### src/hw/rtl/pfts_pkg.sv
// pfts_pkg: shared types, codes and defaults for the priority fifo task scheduler
// used by priority_fifo_task_scheduler and the bench; depends on nothing
`default_nettype none

package pfts_pkg;

  // fixed field widths
  localparam int TASK_W = 6;
  localparam int PRIO_W = 5;
  localparam int OUTCOME_W = 3;

  // default sizes
  localparam int NUM_PRIOS_DEF = 32;
  localparam int NUM_TASKS_DEF = 64;

  // idle task after reset
  localparam logic [TASK_W-1:0] IDLE_TASK_RESET = 6'd1;

  // input modes
  localparam logic MODE_APPEND   = 1'b0;
  localparam logic MODE_SCHEDULE = 1'b1;

  // result codes
  localparam logic [OUTCOME_W-1:0] OUT_APPENDED    = 3'd0;
  localparam logic [OUTCOME_W-1:0] OUT_QUEUED      = 3'd1;
  localparam logic [OUTCOME_W-1:0] OUT_SWITCH      = 3'd2;
  localparam logic [OUTCOME_W-1:0] OUT_STAY        = 3'd3;
  localparam logic [OUTCOME_W-1:0] OUT_SWITCH_IDLE = 3'd4;
  localparam logic [OUTCOME_W-1:0] OUT_IDLE_STAY   = 3'd5;

  typedef struct packed {
    logic              mode;
    logic [TASK_W-1:0] task_id;
    logic [PRIO_W-1:0] priority_req;
    logic [TASK_W-1:0] current_task;
  } in_word_t;

  typedef struct packed {
    logic [OUTCOME_W-1:0] outcome;
    logic [TASK_W-1:0]    target_task;
    logic [PRIO_W-1:0]    picked_priority;
  } out_word_t;

  typedef enum logic [3:0] {
    S_IDLE,
    S_START,
    S_HEAD,
    S_WALK,
    S_LINK,
    S_TAIL,
    S_FIND,
    S_POP,
    S_POPW,
    S_DONE
  } state_t;

endpackage

`default_nettype wire

### src/hw/rtl/pfts_ram.sv
// pfts_ram: generic single write port ram with one registered read port
// no dependencies
`default_nettype none

module pfts_ram #(
  parameter int WIDTH = 6,
  parameter int DEPTH = 64,
  localparam int AW = (DEPTH > 1) ? $clog2(DEPTH) : 1
) (
  input  wire logic             clk,
  input  wire logic             we,
  input  wire logic [AW-1:0]    waddr,
  input  wire logic [WIDTH-1:0] wdata,
  input  wire logic [AW-1:0]    raddr,
  output logic      [WIDTH-1:0] rdata
);

  logic [WIDTH-1:0] mem [DEPTH];

  always_ff @(posedge clk) begin
    if (we) begin
      mem[waddr] <= wdata;
    end
    rdata <= mem[raddr];
  end

endmodule

`default_nettype wire

### src/hw/rtl/priority_fifo_task_scheduler.sv
// priority_fifo_task_scheduler: per-priority fifo task lists with a nonempty bitmap
// depends on pfts_pkg and pfts_ram (head ram and link ram)
`default_nettype none

// channel   dir  handshake              word
// -------   ---  ---------------------  ----------------------------------------
// in        in   in_valid / in_ready    mode, task_id, priority_req, current_task
// out       out  out_valid / out_ready  outcome, target_task, picked_priority
// cfg       in   cfg_valid / cfg_ready  idle_task (6 bits), always ready
//
// one word at a time
// append: a direct write onto an empty list; on a longer list a walk to the tail, with
//   the link ram read port pacing the walk; an immediate result for task 0 or out of range
// schedule: one priority scanned per cycle from priority 0 upward, the first nonempty
//   list is popped, and the idle task is reported when every list is empty
// a finished result sits in the output register; the next word is taken meanwhile,
//   and the sequencer only stalls in its last state while that register is full
// rst is synchronous; no clearing pass, the nonempty bitmap marks valid heads

module priority_fifo_task_scheduler #(
  parameter int NUM_PRIOS = pfts_pkg::NUM_PRIOS_DEF,
  parameter int NUM_TASKS = pfts_pkg::NUM_TASKS_DEF
) (
  input  wire logic                        clk,
  input  wire logic                        rst,
  input  wire logic                        in_valid,
  output logic                             in_ready,
  input  wire pfts_pkg::in_word_t          in_data,
  output logic                             out_valid,
  input  wire logic                        out_ready,
  output pfts_pkg::out_word_t              out_data,
  input  wire logic                        cfg_valid,
  output logic                             cfg_ready,
  input  wire logic [pfts_pkg::TASK_W-1:0] cfg_data
);

  localparam int PIDX_W = $clog2(NUM_PRIOS);
  localparam int TIDX_W = $clog2(NUM_TASKS);
  localparam int TASK_W = pfts_pkg::TASK_W;
  localparam int PRIO_W = pfts_pkg::PRIO_W;

  // sequencer and item state
  pfts_pkg::state_t    state, state_next;
  pfts_pkg::in_word_t  item;
  pfts_pkg::out_word_t res, res_next;
  logic [TASK_W-1:0]    node, node_next;     // walk cursor, or popped head on schedule
  logic [TIDX_W-1:0]    steps, steps_next;   // links walked so far
  logic [PIDX_W-1:0]    scan, scan_next;     // bitmap scan position
  logic [NUM_PRIOS-1:0] map, map_next;       // nonempty bitmap, also head valid bits
  logic [TASK_W-1:0]    idle_task;

  // ram ports
  logic              head_we;
  logic [PIDX_W-1:0] head_waddr, head_raddr;
  logic [TASK_W-1:0] head_wdata, head_rdata;
  logic              link_we;
  logic [TIDX_W-1:0] link_waddr, link_raddr;
  logic [TASK_W-1:0] link_wdata, link_rdata;

  // shared compare unit
  logic [TASK_W-1:0] cmp_a, cmp_b;
  logic              cmp_eq;

  logic [PIDX_W-1:0] item_prio;
  logic [TIDX_W-1:0] item_task;
  logic              task_ok, prio_ok, node_ok;
  logic [TASK_W-1:0] head_val, pop_next;
  logic              out_load;

  pfts_ram #(
    .WIDTH (TASK_W),
    .DEPTH (NUM_PRIOS)
  ) u_head_ram (
    .clk   (clk),
    .we    (head_we),
    .waddr (head_waddr),
    .wdata (head_wdata),
    .raddr (head_raddr),
    .rdata (head_rdata)
  );

  pfts_ram #(
    .WIDTH (TASK_W),
    .DEPTH (NUM_TASKS)
  ) u_link_ram (
    .clk   (clk),
    .we    (link_we),
    .waddr (link_waddr),
    .wdata (link_wdata),
    .raddr (link_raddr),
    .rdata (link_rdata)
  );

  assign in_ready  = (state == pfts_pkg::S_IDLE);
  assign cfg_ready = 1'b1;

  assign item_prio = PIDX_W'(item.priority_req);
  assign item_task = TIDX_W'(item.task_id);
  assign task_ok   = (item.task_id != '0) && (32'(item.task_id) < NUM_TASKS);
  assign prio_ok   = (32'(item.priority_req) < NUM_PRIOS);
  assign node_ok   = (32'(node) < NUM_TASKS);

  // an empty list reads as head zero whatever the ram holds
  assign head_val = map[item_prio] ? head_rdata : '0;
  // link of the popped head, zero past the task range
  assign pop_next = node_ok ? link_rdata : '0;

  // compare operands, picked by the step in progress
  always_comb begin
    unique case (state)
      pfts_pkg::S_HEAD: begin
        cmp_a = head_val;
        cmp_b = item.task_id;
      end
      pfts_pkg::S_WALK: begin
        cmp_a = link_rdata;
        cmp_b = item.task_id;
      end
      pfts_pkg::S_POPW: begin
        cmp_a = node;
        cmp_b = item.current_task;
      end
      pfts_pkg::S_FIND: begin
        cmp_a = item.current_task;
        cmp_b = idle_task;
      end
      default: begin
        cmp_a = '0;
        cmp_b = '0;
      end
    endcase
  end

  assign cmp_eq = (cmp_a == cmp_b);

  // next state, ram control and result
  always_comb begin
    state_next = state;
    node_next  = node;
    steps_next = steps;
    scan_next  = scan;
    map_next   = map;
    res_next   = res;
    head_we    = 1'b0;
    head_waddr = scan;
    head_wdata = '0;
    head_raddr = scan;
    link_we    = 1'b0;
    link_waddr = item_task;
    link_wdata = '0;
    link_raddr = TIDX_W'(node);

    unique case (state)
      pfts_pkg::S_IDLE: begin
        if (in_valid) begin
          state_next = pfts_pkg::S_START;
        end
      end

      pfts_pkg::S_START: begin
        if (item.mode == pfts_pkg::MODE_SCHEDULE) begin
          scan_next  = '0;
          state_next = pfts_pkg::S_FIND;
        end else if (!task_ok || !prio_ok) begin
          // task 0 or out of range: nothing queued
          res_next   = '{pfts_pkg::OUT_QUEUED, '0, '0};
          state_next = pfts_pkg::S_DONE;
        end else begin
          head_raddr = item_prio;
          state_next = pfts_pkg::S_HEAD;
        end
      end

      pfts_pkg::S_HEAD: begin
        if (head_val == '0) begin
          // empty list: task becomes head and tail
          head_we    = 1'b1;
          head_waddr = item_prio;
          head_wdata = item.task_id;
          link_we    = 1'b1;
          link_waddr = item_task;
          link_wdata = '0;
          map_next[item_prio] = 1'b1;
          res_next   = '{pfts_pkg::OUT_APPENDED, '0, '0};
          state_next = pfts_pkg::S_DONE;
        end else if (cmp_eq) begin
          res_next   = '{pfts_pkg::OUT_QUEUED, '0, '0};
          state_next = pfts_pkg::S_DONE;
        end else begin
          node_next  = head_val;
          steps_next = '0;
          link_raddr = TIDX_W'(head_val);
          state_next = pfts_pkg::S_WALK;
        end
      end

      pfts_pkg::S_WALK: begin
        if (link_rdata == '0) begin
          state_next = pfts_pkg::S_LINK;
        end else if (cmp_eq) begin
          res_next   = '{pfts_pkg::OUT_QUEUED, '0, '0};
          state_next = pfts_pkg::S_DONE;
        end else begin
          node_next = link_rdata;
          if (steps == TIDX_W'(NUM_TASKS - 1)) begin
            // runaway walk: link after the last node visited
            state_next = pfts_pkg::S_LINK;
          end else begin
            steps_next = steps + 1'b1;
            link_raddr = TIDX_W'(link_rdata);
          end
        end
      end

      pfts_pkg::S_LINK: begin
        if (node_ok) begin
          link_we    = 1'b1;
          link_waddr = TIDX_W'(node);
          link_wdata = item.task_id;
        end
        state_next = pfts_pkg::S_TAIL;
      end

      pfts_pkg::S_TAIL: begin
        link_we    = 1'b1;
        link_waddr = item_task;
        link_wdata = '0;
        map_next[item_prio] = 1'b1;
        res_next   = '{pfts_pkg::OUT_APPENDED, '0, '0};
        state_next = pfts_pkg::S_DONE;
      end

      pfts_pkg::S_FIND: begin
        if (map[scan]) begin
          head_raddr = scan;
          state_next = pfts_pkg::S_POP;
        end else if (scan == PIDX_W'(NUM_PRIOS - 1)) begin
          // every list empty: report the idle task
          res_next.outcome         = cmp_eq ? pfts_pkg::OUT_IDLE_STAY
                                            : pfts_pkg::OUT_SWITCH_IDLE;
          res_next.target_task     = idle_task;
          res_next.picked_priority = '0;
          state_next = pfts_pkg::S_DONE;
        end else begin
          scan_next = scan + 1'b1;
        end
      end

      pfts_pkg::S_POP: begin
        node_next  = head_rdata;
        link_raddr = TIDX_W'(head_rdata);
        state_next = pfts_pkg::S_POPW;
      end

      pfts_pkg::S_POPW: begin
        head_we    = 1'b1;
        head_waddr = scan;
        head_wdata = pop_next;
        if (pop_next == '0) begin
          map_next[scan] = 1'b0;
        end
        res_next.outcome         = cmp_eq ? pfts_pkg::OUT_STAY : pfts_pkg::OUT_SWITCH;
        res_next.target_task     = node;
        res_next.picked_priority = PRIO_W'(scan);
        state_next = pfts_pkg::S_DONE;
      end

      pfts_pkg::S_DONE: begin
        if (!out_valid || out_ready) begin
          state_next = pfts_pkg::S_IDLE;
        end
      end

      default: begin
        state_next = pfts_pkg::S_IDLE;
      end
    endcase
  end

  assign out_load = (state == pfts_pkg::S_DONE) && (!out_valid || out_ready);

  // control registers
  always_ff @(posedge clk) begin
    if (rst) begin
      state     <= pfts_pkg::S_IDLE;
      map       <= '0;
      idle_task <= pfts_pkg::IDLE_TASK_RESET;
      out_valid <= 1'b0;
    end else begin
      state <= state_next;
      map   <= map_next;
      if (cfg_valid && cfg_ready) begin
        idle_task <= cfg_data;
      end
      if (out_load) begin
        out_valid <= 1'b1;
      end else if (out_ready) begin
        out_valid <= 1'b0;
      end
    end
  end

  // datapath registers
  always_ff @(posedge clk) begin
    if (in_valid && in_ready) begin
      item <= in_data;
    end
    node  <= node_next;
    steps <= steps_next;
    scan  <= scan_next;
    res   <= res_next;
    if (out_load) begin
      out_data <= res;
    end
  end

endmodule

`default_nettype wire

### config.mk
export PLATFORM = sky130hd
export DESIGN_NAME = priority_fifo_task_scheduler
export DESIGN_NICKNAME = d
export VERILOG_FILES = /design/src/hw/rtl/pfts_pkg.sv /design/src/hw/rtl/pfts_ram.sv /design/src/hw/rtl/priority_fifo_task_scheduler.sv
export SDC_FILE = /design/constraint.sdc
export NUM_CORES = 1
export LEC_CHECK = 0
export ABC_AREA = 1
export BUFFER_PORTS_ARGS = -buffer_cell sky130_fd_sc_hd__buf_2
export CAP_MARGIN = 20
export CORE_ASPECT_RATIO = 0.6
export CORE_MARGIN = 2
export CORE_UTILIZATION = 52
export CTS_CLUSTER_DIAMETER = 200
export DETAILED_ROUTE_END_ITERATION = 10
export MAX_ROUTING_LAYER = met4
export PLACE_DENSITY = 0.73
export SYNTH_ARGS = -nofsm -noshare
export SYNTH_HDL_FRONTEND = slang
export SYNTH_HIERARCHICAL = 1
export SYNTH_SLANG_ARGS = --single-unit
### constraint.sdc
create_clock -name clk -period 9 [get_ports clk]
set_input_delay 1.35 -clock clk [delete_from_list [all_inputs] [get_ports clk]]
set_output_delay 1.35 -clock clk [all_outputs]
set_load 0.05 [all_outputs]
=== Yosys cells after proc, flatten, opt, wreduce, memory -nomap -nowiden ===
Memories as Yosys holds them, arrays and structs flattened. A register that Yosys moved wholly into a read port is not among the register bits.
Cells that the tools add are included.

* Output and inout port bits: 17
* Memory bits (writable): 576
* Memories kept: 2
* Logic and storage cells: 155
* Register bits after elaboration: 106
* Bits of input ports: 29

{| class="wikitable"
|+ Memory list
! name !! words !! bits a word !! rd ports !! clocked after memory_dff !! wr ports !! RTL line !! source
|-
| u_link_ram.mem || 64 || 6 || 1 || 1 || 1 || pfts_ram.sv:18 || <nowiki>logic [WIDTH-1:0] mem [DEPTH];</nowiki>
|-
| u_head_ram.mem || 32 || 6 || 1 || 1 || 1 || pfts_ram.sv:18 ||
|}

* Multiplexer cells: 73
* Equal/unequal tests: 29
* Bitwise logic cells: 3
* Reductions and logical operators: 25
* $lt $le $gt $ge: 4
* $add $sub $neg: 2

{| class="wikitable"
|+ Operators by type and width
! kind !! count
|-
| 2-to-1 mux 14 bit || 7
|-
| 2-to-1 mux 6 bit || 16
|-
| one-hot mux 32 bit (3 select lines) || 1
|-
| one-hot mux 14 bit (6 select lines) || 1
|-
| 2-to-1 mux 32 bit || 2
|-
| one-hot mux 6 bit (3 select lines) || 3
|-
| 2-to-1 mux 4 bit || 11
|-
| 2-to-1 mux 5 bit || 8
|-
| one-hot mux 4 bit (9 select lines) || 1
|-
| bitwise AND 32 bit || 1
|-
| NOT 32 bit || 1
|-
| bitwise OR 32 bit || 1
|-
| != test 2 bit, second input constant || 15
|-
| one-hot mux 6 bit (2 select lines) || 2
|-
| one-hot mux 6 bit (4 select lines) || 1
|-
| equality test 4 x 3 -> 1 bit, second input constant || 4
|-
| 2-to-1 mux 1 bit || 13
|-
| logical NOT 6 bit || 2
|-
| < comparator 5 x 6 -> 1 bit, second input constant || 2
|-
| AND reduction 6 bit || 2
|-
| nonzero test 6 bit || 2
|-
| binary-select mux 1 bit (select 5 bit) || 2
|-
| demux 1 bit (select 5 bit) || 2
|-
| >= comparator 5 x 1 -> 1 bit, second input constant || 2
|-
| other kinds (21) || 34
|}

=== Logic depth before layout (Yosys ltp) ===
* Depth in word-level cells: 9
* Mapped depth: 32
* Gate-level depth less buffers: 28

=== Modules after synthesis ===
Netlist, hierarchy kept.

{| class="wikitable"
|+ Modules (own cells, without submodules)
! module !! cells each !! area each (um2) !! times used !! sequential area each (um2)
|-
| pfts_ram at u_link_ram || 1376 || 15930.3 || 1 || 11651.2
|-
| pfts_ram at u_head_ram || 704 || 8077.7 || 1 || 5885.6
|-
| priority_fifo_task_scheduler || 900 || 6502.5 || 1 || 2752.6
|}

=== Worst setup path after synthesis ===
No wires, ideal clock.

* Path type: reg2reg
* From: register item (netlist bit item_prio[0])
* To: memory u_link_ram.mem[48][0] (enable)
* Path buffers: 4
* Data required time: 8.614 ns
* Arrival time: 3.087 ns
* Cell stages (with the launch flop): 18
* Clock period less this slack: 3.473 ns
* Setup time: 0.386 ns
* Setup slack: 5.527 ns
* Cells stage by stage: edfxtp_1 -> buf_2 -> nand2_1 -> nand2_1 -> nand2_1 -> nand2_1 -> nand2_1 -> nand2_1 -> nor2_2 -> nand2_2 -> buf_6 -> o41ai_2 -> nand3_1 -> clkbuf_1 -> o21ai_0 -> clkbuf_1 -> nand4_1 -> nor4_1

* Longest elaborated chain between the ends: 8

{| class="wikitable"
|+ Ends and longest elaborated chain
! what !! RTL line !! source
|-
| start, declared || priority_fifo_task_scheduler.sv:44 || <nowiki>pfts_pkg::in_word_t item;</nowiki>
|-
| start signal, assigned || priority_fifo_task_scheduler.sv:306 || <nowiki>item <= in_data;</nowiki>
|-
| binary-select mux 1 bit (select 5 bit) || priority_fifo_task_scheduler.sv:104 || <nowiki>assign head_val = map[item_prio] ? head_rdata : '0;</nowiki>
|-
| 2-to-1 mux 1 bit (implied by the code) || priority_fifo_task_scheduler.sv:104 ||
|-
| 2-to-1 mux 6 bit || priority_fifo_task_scheduler.sv:104 ||
|-
| logical NOT 6 bit || priority_fifo_task_scheduler.sv:175 || <nowiki>if (head_val == '0) begin</nowiki>
|-
| 2-to-1 mux 1 bit || priority_fifo_task_scheduler.sv:175 ||
|-
| one-hot mux 1 bit (2 select lines) || priority_fifo_task_scheduler.sv:153 || <nowiki>unique case (state)</nowiki>
|-
| via link_we || priority_fifo_task_scheduler.sv:56 || <nowiki>logic link_we;</nowiki>
|-
| 2-to-1 mux 1 bit || pfts_ram.sv:21 || <nowiki>if (we) begin</nowiki>
|-
| 2-to-1 mux 1 bit (implied by the code) || pfts_ram.sv:22 || <nowiki>mem[waddr] <= wdata;</nowiki>
|-
| end, declared || pfts_ram.sv:18 ||
|}

The timed path passes the listed nets, and every way through them passes these cells. The select of a mux whose other input is x is not followed.

=== Worst setup path after layout ===
* From: register item (netlist bit item_prio[0])
* To: register u_link_ram.rdata[3], read port of u_link_ram.mem

* Longest elaborated chain between the ends: 8
* Elaborated cells on any way between the ends: 11
* Classes of those cells: eq/ne (1); mux (9); reduce/logical (1)

{| class="wikitable"
|+ Ends and longest elaborated chain
! what !! RTL line !! source
|-
| binary-select mux 1 bit (select 5 bit) * || priority_fifo_task_scheduler.sv:104 ||
|-
| 2-to-1 mux 1 bit (implied by the code) * || priority_fifo_task_scheduler.sv:104 ||
|-
| 2-to-1 mux 6 bit * || priority_fifo_task_scheduler.sv:104 ||
|-
| one-hot mux 6 bit (4 select lines) || priority_fifo_task_scheduler.sv:110 || <nowiki>unique case (state)</nowiki>
|-
| equality test 6 bit || priority_fifo_task_scheduler.sv:134 || <nowiki>assign cmp_eq = (cmp_a == cmp_b);</nowiki>
|-
| 2-to-1 mux 6 bit, on equally long branches || -- ||
|-
| 2-to-1 mux 6 bit, on equally long branches || priority_fifo_task_scheduler.sv:198, priority_fifo_task_scheduler.sv:175 ||
|-
| one-hot mux 6 bit (3 select lines) * || priority_fifo_task_scheduler.sv:153 ||
|-
| via link_raddr[1] || priority_fifo_task_scheduler.sv:57 || <nowiki>logic [TIDX_W-1:0] link_waddr, link_raddr;</nowiki>
|-
| end, declared || pfts_ram.sv:15 || <nowiki>output logic [WIDTH-1:0] rdata</nowiki>
|}

The timed path passes the listed nets; every way through them passes the cells marked *. The select of a mux whose other input is x is not followed.
A chain may end at the register's enable or synchronous reset.

==> flow_summary.ini <==
[pwr]
power_density_mw_per_mm2 = 327
p_comb_share_pct = 38.2
netSwitchingPower_mw = 4.50
power_frac_clock_pct = 25.2
p_leak_nw = 12.4
p_int_mw = 6.44
p_seq_share_pct = 36.6
swShare_pct = 41.1
ir_drop_mv = 0.211

[detailed_routing]
dr.first_iter.drc_count = 3547
drc_errors = 0
via_per_inst = 6.01
first_pass_iters = 7
wl_um = 83800
routedWlPerCell_um = 22.1
ant_nets = 0
vias = 22808

[cells_and_area]
layout_commonest_cell = nand2_1
nFillCells = 4658
layout.nets = 3009
drive_gt1_share_pct = 7.71
area_delta_synth_final_pct = 9.70
layout_common_cells = 961 x nand2_1, 639 x edfxtp_1, 574 x nand3_1, 178 x nor2_1, 113 x inv_1
antenna_cells = 0

[synthesis]
muxShareOfSynthArea_pct = 0
synth_nets = 3015
ys.flop_type = edfxtp_1
avgSynthCellArea_um2 = 10.2
synthCells = 2980
synth-seq-cells = 694
synth_top_family_by_area = simple AND/OR/NAND/NOR gates
synth_area_mm2 = 0.0305
synth_fa_ha_area_share_pct = 0.246
synth_xor_xnor_area_share_pct = 0
synth_edf_count = 639
synthArstFlopShare_pct = 0
synth-compound-area-share_pct = 3.53
ys_seq_area_share_pct = 66.5
yosys_warnings = 6
synth_cell_types = 42
synth_simple_gate_area_share_pct = 25.3

[clocking]
cts_max_level = 2
clk_latency_ns = 0.65
clock_path_buffers = 3
cts_setup_buffers = 0
cts_sinks = 694
cts_buffers = 61
cts-root-buf = clkbuf_16
ctsHoldBuffers = 0
postCtsResizedCells = 0
tritoncts = done
clk_pin_slew_ns = 0.07

[timing]
timing.slew.headroom_pct = 19.0
fin_setup_tns_ns = 0
post-route-min-period_ns = 6.74
setup_viol = 0
skew_ns = 0.0200
report.final.slew_viol_count = 0
rsz0062_at_grt = false
fmax_mhz = 148
finalHoldViolCount = 0
worstMarginPinSlew_ns = 1.21
period_share_pct = 74.9
setup_slack_ns = 2.26

[setup_path]
slowest_delay_ns = 0.91
crit_top_cell = nand2_1
required_ns = 9.54
r2r_slack_ns = 2.26
worstSetupPathType = register to register
end_kind = register
start_kind = register
cp_slowest_cell = edfxtp_1
worst_ep_arrival_time_ns = 7.28
worst-path-max-fanout = 44

[grt]
antenna_found_initial = 0
grt_max_degree = 115
gr-usage-all-layers_pct = 28.5
grt_overflow_total = 0
grt_pass1_wl_um = 127000
grt_pass1_vias = 20811

[flow_run]
drv_cap = 0

[placement]
dp_hpwl_um = 53200
gp_congestion = 1.02
post-place-ws_ns = 2.38
io_buffer_count = 44

[floorplan]
die_h_um = 192
num_rows = 68
die-width_um = 317
die-area_mm2 = 0.0607
io_pins = 46
start_util_pct = 52.8
core_area_mm2 = 0.0578

[hold_path]
hold_class = register to register

[outcome]
status = finished, final reports clean
==> sequential cells by signal (all words and copies together) (netlist names), 6 cells and up <==
register,cells
idle_task,6
item,7
item_task,6
map,32
node,6
out_data,14
res,14
steps,6
u_head_ram/mem,192
u_head_ram/rdata,6
u_link_ram/mem,384
u_link_ram/rdata,6
==> final timing paths <==
| check | endpoint | depth (start not counted) | startpoint |
|---|---|---|---|
| setup / recovery | u_link_ram/rdata[3]$_DFF_P_ | 30 | item_prio[0]$_DFFE_PP_ |
| hold / removal | out_data[10]$_DFFE_PP_ | 0 | res[10]$_DFFE_PP_ |
| hold reg to reg | out_data[10]$_DFFE_PP_ | 0 | res[10]$_DFFE_PP_ |
| setup reg to reg | u_link_ram/rdata[3]$_DFF_P_ | 30 | item_prio[0]$_DFFE_PP_ |
==> metal layers <==
layer  vias to the layer above  part of all wire [%]  track usage, %
met5                         -                     0               -
met4                         0                   1.8            6.20
met3                       115                    15            8.86
met2                      1513                    39            36.2
met1                     10849                    44            44.0
li1                      10331                     -               -
==> cell type report <==
class / count / area [um2] / area share [%]
clock buffers: 70 / 1610 / 4.81
clock inverters: 43 / 487 / 1.45
inverters: 123 / 467 / 1.39
multi-input cells: 2003 / 9010 / 26.9
flip-flops and latches: 694 / 20300 / 60.6
well taps: 770 / 963 / 2.88
repair buffers: 91 / 642 / 1.92
==> worst max-delay path, delay by kind of cell, from the launching register on <==
| kind | cells | cell delay (ns) |
|---|---|---|
| AND/OR/NAND/NOR | 25 | 3.67 |
| buffers and inverters | 5 | 1.96 |
| flip-flops | 1 | 0.91 |
==> synthesized netlist by cell type, types with 2 or more instances <==
library cell  count  share of area (%)
nand2_1         961                 12
edfxtp_1        639                 63
nand3_1         574                9.4
nor2_1          184                2.3
inv_1           113                1.4
o21ai_0          73                1.2
a21oi_1          69                1.1
buf_2            68                1.1
dfxtp_1          55                3.6
clkbuf_1         45               0.55
nand4_1          27               0.55
nor3_1           27               0.44
buf_4            26               0.64
buf_1            11               0.14
nor4_1           10               0.21
o31ai_1          10               0.25
inv_2             9               0.11
a211oi_1          8               0.20
buf_6             8               0.30
nand3b_1          7               0.17
o22ai_1           7               0.14
ha_1              6               0.25
o221ai_1          5               0.14
a221oi_1          4               0.11
nand2_2           4              0.082
nand3_2           4               0.13
nor3_2            4               0.13
o211ai_1          3              0.074
a21boi_0          2              0.049
buf_8             2              0.098
nor2_2            2              0.041
nor3b_1           2              0.049
o21ai_1           2              0.033
==> stage by stage <==
stage / hold slack, ns / total power, mW / utilization [%] / area, um2 / instances
floorplan: 0.421 / 6.87 / - / 30500 / 2980
detailed placement: 0.454 / 8.05 / 54.1 / 31300 / 3675
CTS: 0.471 / 10.8 / 57.8 / 33400 / 3788
finish: 0.466 / 10.9 / 57.9 / 33500 / 3794
global placement: 0.447 / 7.96 / 54.0 / 31200 / 3669
global route: 0.491 / 11.5 / 57.9 / 33500 / 3794
==> power by group through the flow <==
stage | clock network [mW] | logic [mW] | registers, mW
6_report | 2.76 | 4.17 | 4.00
5_1_grt | 2.91 | 4.54 | 4.02
4_1_cts | 2.79 | 4.01 | 4.00
3_5_place_dp | 0 | 3.99 | 4.07
3_3_place_gp | 0 | 3.90 | 4.06
2_1_floorplan | 0 | 2.84 | 4.02
==> kinds of logic after synthesis <==
group,after synthesis
flip-flops,694
adder cells (fa/ha/maj),6
buffers and inverters,283
other,1
AO/OA/AOI/OAI,189
AND/OR/NAND/NOR,1807
(Power assumes the default switching activity.)
